==> config.mk <==
export PLATFORM = sky130hd
export DESIGN_NAME = sacl_ctrl
export DESIGN_NICKNAME = d
export VERILOG_FILES = /design/src/rtl/sacl_pkg.sv /design/src/rtl/sacl_ctrl.sv
export SDC_FILE = /design/constraint.sdc
export NUM_CORES = 1
export LEC_CHECK = 0
export BUFFER_PORTS_ARGS = -buffer_cell sky130_fd_sc_hd__buf_2
export CAP_MARGIN = 10
export CORE_AREA = 2 2 39 41
export DETAILED_ROUTE_END_ITERATION = 8
export DIE_AREA = 0 0 41 43
export HOLD_SLACK_MARGIN = 0.03
export PLACE_DENSITY = 0.69
export REMOVE_ABC_BUFFERS = 1
export SLEW_MARGIN = 10
export SYNTH_ARGS = -nofsm -noshare
export SYNTH_HDL_FRONTEND = slang
export SYNTH_SLANG_ARGS = --single-unit
==> constraint.sdc <==
create_clock -name clk -period 2.3 [get_ports clk]
set_input_delay 0.23 -clock clk [delete_from_list [all_inputs] [get_ports clk]]
set_output_delay 0.23 -clock clk [all_outputs]
set_load 0.05 [all_outputs]
==> src/rtl/sacl_pkg.sv <==
// ----------------------------------------------------------------------------
// sacl_pkg
// shared types, register codes and helpers for the cache lookup block
// ----------------------------------------------------------------------------
package sacl_pkg;

  localparam int ADDR_W   = 32;
  localparam int TAG_W    = ADDR_W - 2;
  localparam int TICK_W   = 64;
  localparam int UCNT_W   = 32;
  localparam int LFSR_W   = 16;
  localparam logic [LFSR_W-1:0] LFSR_SEED = 16'hACE1;

  // register indexes
  localparam logic [1:0] REG_POLICY = 2'd0;
  localparam logic [1:0] REG_WAYS   = 2'd1;
  localparam logic [1:0] REG_INDEX  = 2'd2;
  localparam logic [1:0] REG_OFFSET = 2'd3;

  // replacement policy codes
  localparam logic [2:0] POL_RR  = 3'd0;
  localparam logic [2:0] POL_RND = 3'd1;
  localparam logic [2:0] POL_LRU = 3'd2;
  localparam logic [2:0] POL_MRU = 3'd3;
  localparam logic [2:0] POL_LFU = 3'd4;

  typedef struct packed {
    logic [ADDR_W-1:0] byte_address;
    logic [4:0]        access_length;
    logic              is_store;
  } in_data_t;

  typedef struct packed {
    logic       all_hit;
    logic [2:0] blocks_touched;
    logic [2:0] miss_count;
    logic [2:0] compulsory_count;
    logic [2:0] conflict_count;
  } out_data_t;

  typedef struct packed {
    logic [2:0] replace_policy;
    logic [4:0] ways_in_use;
    logic [3:0] index_bits;
    logic [2:0] offset_bits;
  } cfg_t;

  typedef struct packed {
    logic              valid;
    logic              dirty;
    logic [TAG_W-1:0]  tag;
    logic [TICK_W-1:0] last_use;
    logic [UCNT_W-1:0] use_count;
  } line_t;

  localparam int LINE_W = $bits(line_t);

  // controller to datapath
  typedef struct packed {
    logic clr;
    logic start;
    logic rd;
    logic cmp;
    logic mod;
    logic scan;
    logic wr;
    logic load_out;
  } cmd_t;

  // datapath to controller
  typedef struct packed {
    logic clr_last;
    logic need_mod;
    logic need_scan;
    logic mod_last;
    logic scan_last;
    logic blk_last;
    logic out_free;
  } sts_t;

  // fibonacci lfsr, taps 16 14 13 11, shifting right
  function automatic logic [LFSR_W-1:0] lfsr_next(input logic [LFSR_W-1:0] v);
    logic b;
    b = v[0] ^ v[2] ^ v[3] ^ v[5];
    return {b, v[LFSR_W-1:1]};
  endfunction

endpackage

==> src/rtl/sacl_ctrl.sv <==
// ----------------------------------------------------------------------------
// sacl_ctrl
// sequencer: clearing pass, per block read / compare / victim / write
// ----------------------------------------------------------------------------
module sacl_ctrl (
  input  logic          clk,
  input  logic          rst_n,
  input  logic          in_valid,
  output logic          in_ready,
  input  sacl_pkg::sts_t sts,
  output sacl_pkg::cmd_t cmd
);

  typedef enum logic [7:0] {
    S_CLEAR = 8'b0000_0001,
    S_IDLE  = 8'b0000_0010,
    S_READ  = 8'b0000_0100,
    S_CMP   = 8'b0000_1000,
    S_MOD   = 8'b0001_0000,
    S_SCAN  = 8'b0010_0000,
    S_WRITE = 8'b0100_0000,
    S_DONE  = 8'b1000_0000
  } state_t;

  state_t state_r, state_nxt;

  always_ff @(posedge clk) begin
    if (!rst_n) begin
      state_r <= S_CLEAR;
    end else begin
      state_r <= state_nxt;
    end
  end

  always_comb begin
    state_nxt = state_r;
    cmd       = '0;
    in_ready  = 1'b0;
    unique case (state_r)
      S_CLEAR: begin
        cmd.clr = 1'b1;
        if (sts.clr_last) state_nxt = S_IDLE;
      end
      S_IDLE: begin
        in_ready = 1'b1;
        if (in_valid) begin
          cmd.start = 1'b1;
          state_nxt = S_READ;
        end
      end
      S_READ: begin
        cmd.rd    = 1'b1;
        state_nxt = S_CMP;
      end
      S_CMP: begin
        cmd.cmp = 1'b1;
        priority if (sts.need_mod) state_nxt = S_MOD;
        else if (sts.need_scan)    state_nxt = S_SCAN;
        else                       state_nxt = S_WRITE;
      end
      S_MOD: begin
        cmd.mod = 1'b1;
        if (sts.mod_last) state_nxt = S_WRITE;
      end
      S_SCAN: begin
        cmd.scan = 1'b1;
        if (sts.scan_last) state_nxt = S_WRITE;
      end
      S_WRITE: begin
        cmd.wr    = 1'b1;
        state_nxt = sts.blk_last ? S_DONE : S_READ;
      end
      S_DONE: begin
        if (sts.out_free) begin
          cmd.load_out = 1'b1;
          state_nxt    = S_IDLE;
        end
      end
      default: state_nxt = S_CLEAR;
    endcase
  end

endmodule

* Word level (Yosys, flattened, before mapping) *
Cells that the tools add are included.

cells by class
  $add $sub $neg = 0
  $mul = 0
  divide/modulo/power cells = 0
  magnitude comparators = 0
  equal/unequal tests = 13
  shifts and indexed selects = 0
  multiplexer cells = 20
  bitwise operators = 0
  reduce and logical (&&, ||, !) cells = 1

operators with widths
  operator              count
  $pmux W8 S8           1
  $mux W8               7
  $mux W1               11
  $ne A2 B2 Y1 const B  5
  $eq A8 B1 Y1 const B  1
  $eq A8 B2 Y1 const B  1
  $eq A8 B3 Y1 const B  1
  $eq A8 B4 Y1 const B  1
  $eq A8 B5 Y1 const B  1
  $eq A8 B6 Y1 const B  1
  $eq A8 B7 Y1 const B  1
  $eq A8 B8 Y1 const B  1
  $mux W7               1
  $reduce_and A5 Y1     1

storage, ports and cells
  register bits = 8
  bits in latches = 0
  memory bits (writable) = 0
  memory bits (read-only) = 0
  memories = 0

* Logic depth before layout (Yosys ltp) *
Gate-level depths: netlist of run 1.

  word-level depth = 3
  gate-level depth with buffers = 5
  mapped depth without buffers = 4

* Least setup slack after synthesis of run 1 *
Ideal clock, no wire load.

  path kind = reg2reg
  start point = reg state_r[7]
  end point = reg state_r[0]
  setup time = 0.200 ns
  arrival = 2.767 ns
  slack = -0.666 ns
  stages on the path, launching flop included = 5
  clock period less this slack = 2.966 ns
  cells stage by stage = dfxtp_1 > buf_6 > or4_4 > nor4_1 > o41ai_1

on the way
  cells in the longest elaborated chain, start to end = 3

RTL lines
  element                                     line             text
  start, declared                             sacl_ctrl.sv:25  state_t state_r, state_nxt;
  start signal, assigned                      sacl_ctrl.sv:31  state_r <= state_nxt;
  $eq A8 B1 Y1, or another cell as far along  sacl_ctrl.sv:39  unique case (state_r)
  $ne A2 B2 Y1 (no line)                      n/a
  $reduce_and A5 Y1 (no line)                 n/a

Several ways; a longest one is shown, not always the timed one.
A chain may end at the register's enable or synchronous reset.

==> summary.md, run 1 <==
| Metric | Value |
|---|---|
| Outcome | `finished clean` |
| Layout Skew | `0.00184 ns` |
| CP max FO | `10` |
| Largest net degree at the start of global routing | `11` |
| Fmax | `0.449 GHz` |
| Slew of the pin with the lowest slew margin | `0.447 ns` |
| Leakage power | `0.317 nW` |
| Vias in the first global route | `477` |
| Latest clock arrival within the worst-skew pair | `0.26 ns` |
| Initial Util | `40.4%` |
| Layout area overhead | `21.7%` |
| Post-DP HPWL | `928 um` |
| Synthesis-stage register bit count | `8` |
| Cell breakdown of the critical path | `or4_4 > nor4_1 > buf_2` |
| Final #Nets | `95` |
| Metal3 WL | `68 um` |
| Fin util | `49.2%` |
| Post-synth top cells | `8 x dfxtp_1, 6 x nand2b_1, 4 x nor3_1` |
| Syn Inst Count | `65` |
| Yosys cell types | `35` |
| Slew margin rel. | `69.9%` |
| Max reg flops | `8` |
| DRT Wirelength | `1.16 mm` |
| Layout cells sized above 1 | `37.3%` |
| Slew Viols, Final | `0` |
| Most common cell in the netlist | `dfxtp_1` |
| Hold Path Depth | `3` |
| First-pass GRT wire length | `1.83 mm` |
| Grt ovf | `0` |
| DRC errors left | `0` |
| CP bufs+invs | `1` |
| Diode count | `0` |
| Clock Sinks | `8` |
| Uppermost routed layer | `met4` |
| Yosys top cell by area | `dfxtp_1` |
| Multi-input gate area | `369 sq um` |
| Hold_buf cts | `0` |
| Seq/Total Area, Yosys | `28.6%` |
| Fin cells | `99` |
| Pwr dens | `574 nW/um^2` |
| Mean post-synth cell area | `8.60 sq um` |
| DR iter-0 viols | `10` |
| IR drop worst, VDD | `0.344 mV` |
| Drt via density | `5.41` |
| Reg with most FFs | `state_r` |
| DR WL/cell | `11.7 um` |
| Max Cap Viol | `0` |
| CP Depth | `3` |
| Regs by FF count | `state_r (8)` |
| Delay-heaviest family, CP | `simple AND/OR/NAND/NOR gates` |
| Endpoint arrival time on the critical path | `2.00 ns` |
| Fin crit share | `96.9%` |
| Final setup violation count | `0` |
| Clock Tree Buf Depth | `2` |
| Worst reg2reg path depth | `4` |
| Routed vias | `536` |
| FP Rows | `14` |
| Ranking of synthesized cells by area | `dfxtp_1 29%, nand2b_1 6.7%, nor4_4 3.8%, nor3_1 3.6%, o211a_1 3.6%` |
| Die Wd | `41 um` |
| 1st-pass router iterations | `4` |
| DRT met1 WL | `541 um` |
| Io pins | `19` |
| Critical path class | `register to output pin` |
| Slowest-stage cell, CP | `or4_4` |
| Mapped Area | `559 sq um` |
| Startpoint types | `register` |
| Top-area cell type share of the netlist area | `28.6%` |
| Async SR Flop Fraction | `0%` |
| CP Capture Type | `output pin` |
| Initial antenna violation count | `0` |
| Post-synth EDFFs | `0` |
| Critical Path RT | `2.07 ns` |
| Max H-tree Level | `1` |
| RSZ-0062 raised after global routing | `false` |
| Crit path largest cell delay | `0.57 ns` |
| Final RePlAce weighted congestion | `0.814` |
| Die Ht | `43 um` |
| Worst hold-check path type | `input port to register` |
| DR WL met2 | `534 um` |
| Worst-path clk slew | `0.05 ns` |
| CTS tree | `yes` |
| Crit path time final | `2.23 ns` |
| Total track usage | `14.9%` |
| WHS | `0.244 ns` |
| Fill count | `130` |
| Most used DFF post-synth | `dfxtp_1` |
| Final hold violation count | `0` |
| Final ANT Viol Nets | `0` |
| Synth warn | `0` |
| Reg area | `160 sq um` |
| Buffers on Ports | `18` |
| Placed Cells | `96` |
| Die area | `1760 sq um` |
| CTS buffer count | `3` |
| Root Driver | `clkbuf_4` |
| Area of the core | `1380 sq um` |
placed cells by master, fill, tap and decap left out, types with 2 or more instances in the layout:
cell,count
nand2b_1,6
or2_2,2
nor3b_1,2
or4_1,2
and2_1,3
nor3_1,3
buf_2,18
clkbuf_4,3
nor2_1,3
dfxtp_1,8
o211a_1,2
inv_1,3
o41ai_1,2
a21oi_1,2
nor4_1,3
worst register-to-register path: stages (launching register included):
cell and delay [ns]:
dfxtp_1 0.36, or4_1 0.64, o41ai_1 0.47, a211oi_1 0.12
and3_1 0.19
timing repair:
action	in CTS	in global routing
gates resized for setup	0	1
setup endpoints to repair	0	1
setup buffers	0	0
metrics by stage:
step | setup TNS (ns) | area (sq um) | total power (W) | setup slack, ns
2_1_floorplan | -3.40 | 536 | 0.000251 | -0.644
6_report | 0 | 681 | 0.000391 | 0.0705
5_1_grt | 0 | 681 | 0.000409 | 0.0115
4_1_cts | 0 | 676 | 0.000388 | 0.0302
3_5_place_dp | 0 | 653 | 0.000282 | 0.315
3_3_place_gp | 0 | 653 | 0.000281 | 0.345
layer usage:
metal,vias up,global-route usage (%)
met5,-,0
met4,0,4.00
met3,2,4.71
met2,14,23.4
met1,239,18.9
li1,281,-
where the power goes:
part | internal (W) | switching, W | total (W) | leakage [nW]
combinational | 0.0000481 | 0.0000714 | 0.000120 | 0.238
sequential | 0.000146 | 0.0000161 | 0.000163 | 0.0650
clock | 0.0000598 | 0.0000490 | 0.000109 | 0.0138
final timing paths:
path / from / end / slack [ns]
worst min register to register: state_r[2] / state_r[3] / 0.65
worst max register to register: state_r[4] / state_r[1] / 0.42
worst max-delay path: state_r[6] / cmd[5] / 0.07
worst min-delay path: sts[5] / state_r[4] / 0.24
logic make-up (layout without fill, tap and decap cells):
group,count (synthesis),in the layout,share of synthesized area (%)
simple gates,34,34,42.3
compound gates,14,14,19.7
flops,8,8,28.6
buf+inv,7,25,6.26
xor+xnor,2,2,3.13
layout make-up:
class	instances	share of cell area [%]
Clock buffer	3	3.31
Inverter	3	1.65
Multi-Input combinational cell	50	54.2
Sequential cell	8	23.5
Tap cell	16	2.94
Timing Repair Buffer	19	14.3
No activity file was read; power rests on OpenSTA's default activity.
==> run 2, diff against run 1 <==
--- a/config.mk
+++ b/config.mk
@@ -12,6 +12,7 @@
 export DIE_AREA = 0 0 41 43
 export HOLD_SLACK_MARGIN = 0.03
 export PLACE_DENSITY = 0.69
+export RECOVER_POWER = 25
 export REMOVE_ABC_BUFFERS = 1
 export SLEW_MARGIN = 10
 export SYNTH_ARGS = -nofsm -noshare
==> run 2 against run 1 <==
Flip-flop and latch count did not move. Worst setup slack unchanged. Sequential share of layout area is the same. Critical endpoint unchanged. Cell count is the same. Design area is the same. Non-clock buffer count unchanged.
==> summary.md, run 2 (synthesis gave the netlist of run 1 again) <==
| Metric | Value |
|---|---|
| Outcome | `finished clean` |
| Vias in the first global route | `477` |
| Most frequent cells in the layout | `18 x buf_2, 8 x dfxtp_1, 6 x nand2b_1` |
| Post-DP HPWL | `928 um` |
| DRC errors left | `0` |
| Crit path largest cell delay | `0.57 ns` |
| DRT met1 WL | `541 um` |
| Post-route cell area | `681 sq um` |
| Delay-heaviest family, CP | `simple AND/OR/NAND/NOR gates` |
| Critical path class | `register to output pin` |
| Routed vias | `536` |
| Critical Path RT | `2.07 ns` |
| Pwr dens | `574 nW/um^2` |
| Max reg flops | `8` |
| Die area | `1760 sq um` |
| Die Wd | `41 um` |
| IR drop worst, VDD | `0.344 mV` |
| Endpoint arrival time on the critical path | `2.00 ns` |
| RSZ-0062 raised after global routing | `false` |
| Fin crit share | `96.9%` |
| Slew of the pin with the lowest slew margin | `0.447 ns` |
| Final ANT Viol Nets | `0` |
| Cell breakdown of the critical path | `or4_4 > nor4_1 > buf_2` |
| First-pass GRT wire length | `1.83 mm` |
| DR WL/cell | `11.7 um` |
| Worst-path clk slew | `0.05 ns` |
| Initial Util | `40.4%` |
| CTS tree | `yes` |
| FP Rows | `14` |
| Reg with most FFs | `state_r` |
| Grt ovf | `0` |
| Latest clock arrival within the worst-skew pair | `0.26 ns` |
| Total track usage | `14.9%` |
| Die Ht | `43 um` |
| 1st-pass router iterations | `4` |
| CP bufs+invs | `1` |
| Area of the core | `1380 sq um` |
| Layout Skew | `0.00184 ns` |
| Final #Nets | `95` |
| Final setup violation count | `0` |
| DR WL met2 | `534 um` |
| Clock Tree Buf Depth | `2` |
| Io pins | `19` |
| Diode count | `0` |
| Regs by FF count | `state_r (8)` |
| Most common cell after layout, fill and taps aside | `buf_2` |
| Drt via density | `5.41` |
| Clock Sinks | `8` |
| Initial antenna violation count | `0` |
| CP max FO | `10` |
| Metal3 WL | `68 um` |
| Uppermost routed layer | `met4` |
| Buffers on Ports | `18` |
| Layout area overhead | `21.7%` |
| CP Capture Type | `output pin` |
| Max H-tree Level | `1` |
| Startpoint types | `register` |
| Crit path time final | `2.23 ns` |
| Slowest-stage cell, CP | `or4_4` |
| Largest net degree at the start of global routing | `11` |
| Final RePlAce weighted congestion | `0.814` |
| DRT Wirelength | `1.16 mm` |
| DR iter-0 viols | `10` |
| Slew margin rel. | `69.9%` |
| Post-CTS setup buffer count | `0` |
| Layout cells sized above 1 | `37.3%` |
| Leakage power | `0.316 nW` |
| Worst hold-check path type | `input port to register` |
| Final hold violation count | `0` |
| DP Area | `653 sq um` |
| Fmax | `0.449 GHz` |
| Fin util | `49.2%` |
| CTS buffer count | `3` |
| Root Driver | `clkbuf_4` |
| Slew Viols, Final | `0` |
| Max Cap Viol | `0` |
| Tot Pwr | `0.000391 W` |
[run 2: worst register-to-register path, cell delays in order (launching register included)]
cell      delay (ns)
dfxtp_1         0.36
or4_1           0.64
o41ai_1         0.47
a211oi_1        0.12
and3_1          0.19
[run 2: timing repair]
action | CTS | global route
hold buffers | 0 | 0
setup endpoints to repair | 0 | 1
gates resized for setup | 0 | 1
[run 2: power breakdown]
part	switching (W)	leakage [nW]	internal [W]	total [W]
Combinational	0.0000714	0.237	0.0000481	0.000120
Clock	0.0000490	0.0138	0.0000598	0.000109
Sequential	0.0000161	0.0650	0.000146	0.000163
[run 2: final cells by class]
cell class                      instances  area, sq um
Clock buffer                            3         22.5
Sequential cell                         8          160
Tap cell                               16         20.0
Fill cell                             130          703
Inverter                                3         11.3
Multi-Input combinational cell         50          369
Timing Repair Buffer                   19         97.6
[run 2: path summary, 6_finish.rpt]
kind / to / startpoint / depth (start not counted) / slack, ns
worst max-delay path: cmd[5] / state_r[6] / 3 / 0.07
worst min-delay path: state_r[4] / sts[5] / 3 / 0.24
worst max register to register: state_r[1] / state_r[4] / 4 / 0.42
worst min register to register: state_r[3] / state_r[2] / 3 / 0.65
[run 2: per-stage QoR]
step	hold WS [ns]	setup WS, ns	instances	setup TNS (ns)
global placement	0.513	0.345	96	0
detailed placement	0.512	0.315	96	0
finish	0.244	0.0705	99	0
global route	0.261	0.0115	99	0
CTS	0.246	0.0302	99	0
floorplan	0.347	-0.644	61	-3.40
[run 2: routing by layer]
metal / global-route usage, % / vias up
met5: 0 / -
met4: 4.00 / 0
met3: 4.71 / 2
met2: 23.4 / 14
met1: 18.9 / 239
li1: - / 281
==> run 3, diff against run 2 <==
--- a/config.mk
+++ b/config.mk
@@ -5,7 +5,7 @@
 export SDC_FILE = /design/constraint.sdc
 export NUM_CORES = 1
 export LEC_CHECK = 0
-export BUFFER_PORTS_ARGS = -buffer_cell sky130_fd_sc_hd__buf_2
+export BUFFER_PORTS_ARGS = -buffer_cell sky130_fd_sc_hd__buf_4
 export CAP_MARGIN = 10
 export CORE_AREA = 2 2 39 41
 export DETAILED_ROUTE_END_ITERATION = 8
==> run 3 against run 2 <==
Flip-flop and latch count unchanged. Fmax up 0.25%. Clock skew fell by 0.00097 ns.
==> summary.md, run 3 (synthesis gave the netlist of run 1 again) <==
| Metric | Value |
|---|---|
| Outcome | `finished clean` |
| 1st-pass router iterations | `4` |
| Vias in the first global route | `519` |
| Routed vias | `570` |
| CP max FO | `7` |
| Startpoint types | `register` |
| Worst reg2reg path depth | `4` |
| Latest clock arrival within the worst-skew pair | `0.25 ns` |
| Most common cell after layout, fill and taps aside | `buf_4` |
| Fin cells | `99` |
| Grt ovf | `0` |
| Final #Nets | `95` |
| Most frequent cells in the layout | `19 x buf_4, 8 x dfxtp_1, 6 x nand2b_1` |
| CTS resizes | `0` |
| Layout cells sized above 1 | `37.3%` |
| Final setup violation count | `0` |
| Slew Viols, Final | `0` |
| Initial antenna violation count | `0` |
| FP Rows | `14` |
| Worst-path clk slew | `0.05 ns` |
| Buffers on Ports | `18` |
| Critical path class | `register to output pin` |
| Clock Tree Buf Depth | `2` |
| Hold_buf cts | `0` |
| Hold Path Origin | `rst_n` |
| CTS tree | `yes` |
| Post-DP HPWL | `1.06 mm` |
| Max H-tree Level | `1` |
| Die area | `1760 sq um` |
| Placed Cells | `96` |
| Final hold violation count | `0` |
| Die Ht | `43 um` |
| IR drop worst, VDD | `0.360 mV` |
| Final ANT Viol Nets | `0` |
| Regs by FF count | `state_r (8)` |
| Endpoint of the worst hold path | `state_r[3]` |
| DRT Wirelength | `1.28 mm` |
| Root Driver | `clkbuf_4` |
| RR Endpoint | `state_r[1]` |
| Reg with most FFs | `state_r` |
| Crit path time final | `2.22 ns` |
| Leakage power | `0.324 nW` |
| Hold Path Depth | `2` |
| Fmax | `0.450 GHz` |
| Dpl ws | `0.367 ns` |
| CTS buffer count | `3` |
| Internal reg-to-reg setup slack | `0.37 ns` |
| Slew margin rel. | `65.7%` |
| CP Capture Type | `output pin` |
| Drt via density | `5.76` |
| Die Wd | `41 um` |
| Max reg flops | `8` |
| Worst hold-check path type | `input port to register` |
| Critical Path RT | `2.07 ns` |
| First-pass GRT wire length | `2.10 mm` |
| Setup WS post-layout | `0.0760 ns` |
| Endpoint arrival time on the critical path | `1.99 ns` |
| Initial Util | `40.4%` |
| Io pins | `19` |
| Setup TNS | `0 ns` |
| Total track usage | `17.2%` |
| Fin crit share | `96.7%` |
| Diode count | `0` |
| Largest net degree at the start of global routing | `11` |
| DRC errors left | `0` |
| DR WL/cell | `12.9 um` |
| DR iter-0 viols | `7` |
| Final RePlAce weighted congestion | `0.832` |
| R2R Path Start | `state_r[4]` |
| Pwr dens | `551 nW/um^2` |
| Post-CTS setup buffer count | `0` |
| Max Cap Viol | `0` |
| Slew of the pin with the lowest slew margin | `0.510 ns` |
| Layout area overhead | `29.8%` |
| Layout Skew | `0.000870 ns` |
| RSZ-0062 raised after global routing | `false` |
| Area of the core | `1380 sq um` |
| Clock Sinks | `8` |
[run 3: final cells by class]
| cell class | instances | area [sq um] |
|---|---|---|
| Clock buffer | 3 | 22.5 |
| Multi-Input combinational cell | 50 | 369 |
| Fill cell | 143 | 658 |
| Tap cell | 16 | 20.0 |
| Timing Repair Buffer | 19 | 143 |
| Inverter | 3 | 11.3 |
| Sequential cell | 8 | 160 |
[run 3: power breakdown]
part,internal (W),total (W),switching (W),leakage [nW]
Combinational,0.0000570,0.000129,0.0000723,0.245
Sequential,0.000146,0.000162,0.0000160,0.0650
Clock,0.0000597,0.000108,0.0000482,0.0138
[run 3: critical path, stage by stage, from the launching register on]
cell and delay [ns]:
dfxtp_1 0.37, or4_4 0.60, nor4_1 0.47, buf_4 0.29
[run 3: metal layers]
metal	part of all wire [%]	track usage, %	up-vias
li1	-	-	283
met1	44	22.5	269
met2	49	26.9	16
met3	6.2	3.14	2
met4	0.62	6.00	0
met5	0	0	-
[run 3: worst max-delay path by stage]
stage / startpoint / end / slack (ns) / cells past startpoint
finish: state_r[1] / cmd[5] / 0.08 / 3
global placement: state_r[1] / cmd[5] / 0.39 / 3
global route: state_r[1] / cmd[5] / 0.04 / 3
detailed placement: state_r[4] / cmd[0] / 0.37 / 4
floorplan: state_r[2] / state_r[2] / -0.64 / 4
CTS: state_r[4] / cmd[0] / 0.09 / 4
[run 3: through the flow]
stage	area [sq um]	util (%)	total power, W	hold WS [ns]
final	726	52.4	0.000400	0.245
after global routing	726	52.4	0.000425	0.253
after CTS	721	52.1	0.000398	0.242
after detailed placement	698	50.5	0.000292	0.504
after global placement	698	50.5	0.000290	0.507
after floorplan	536	-	0.000251	0.347
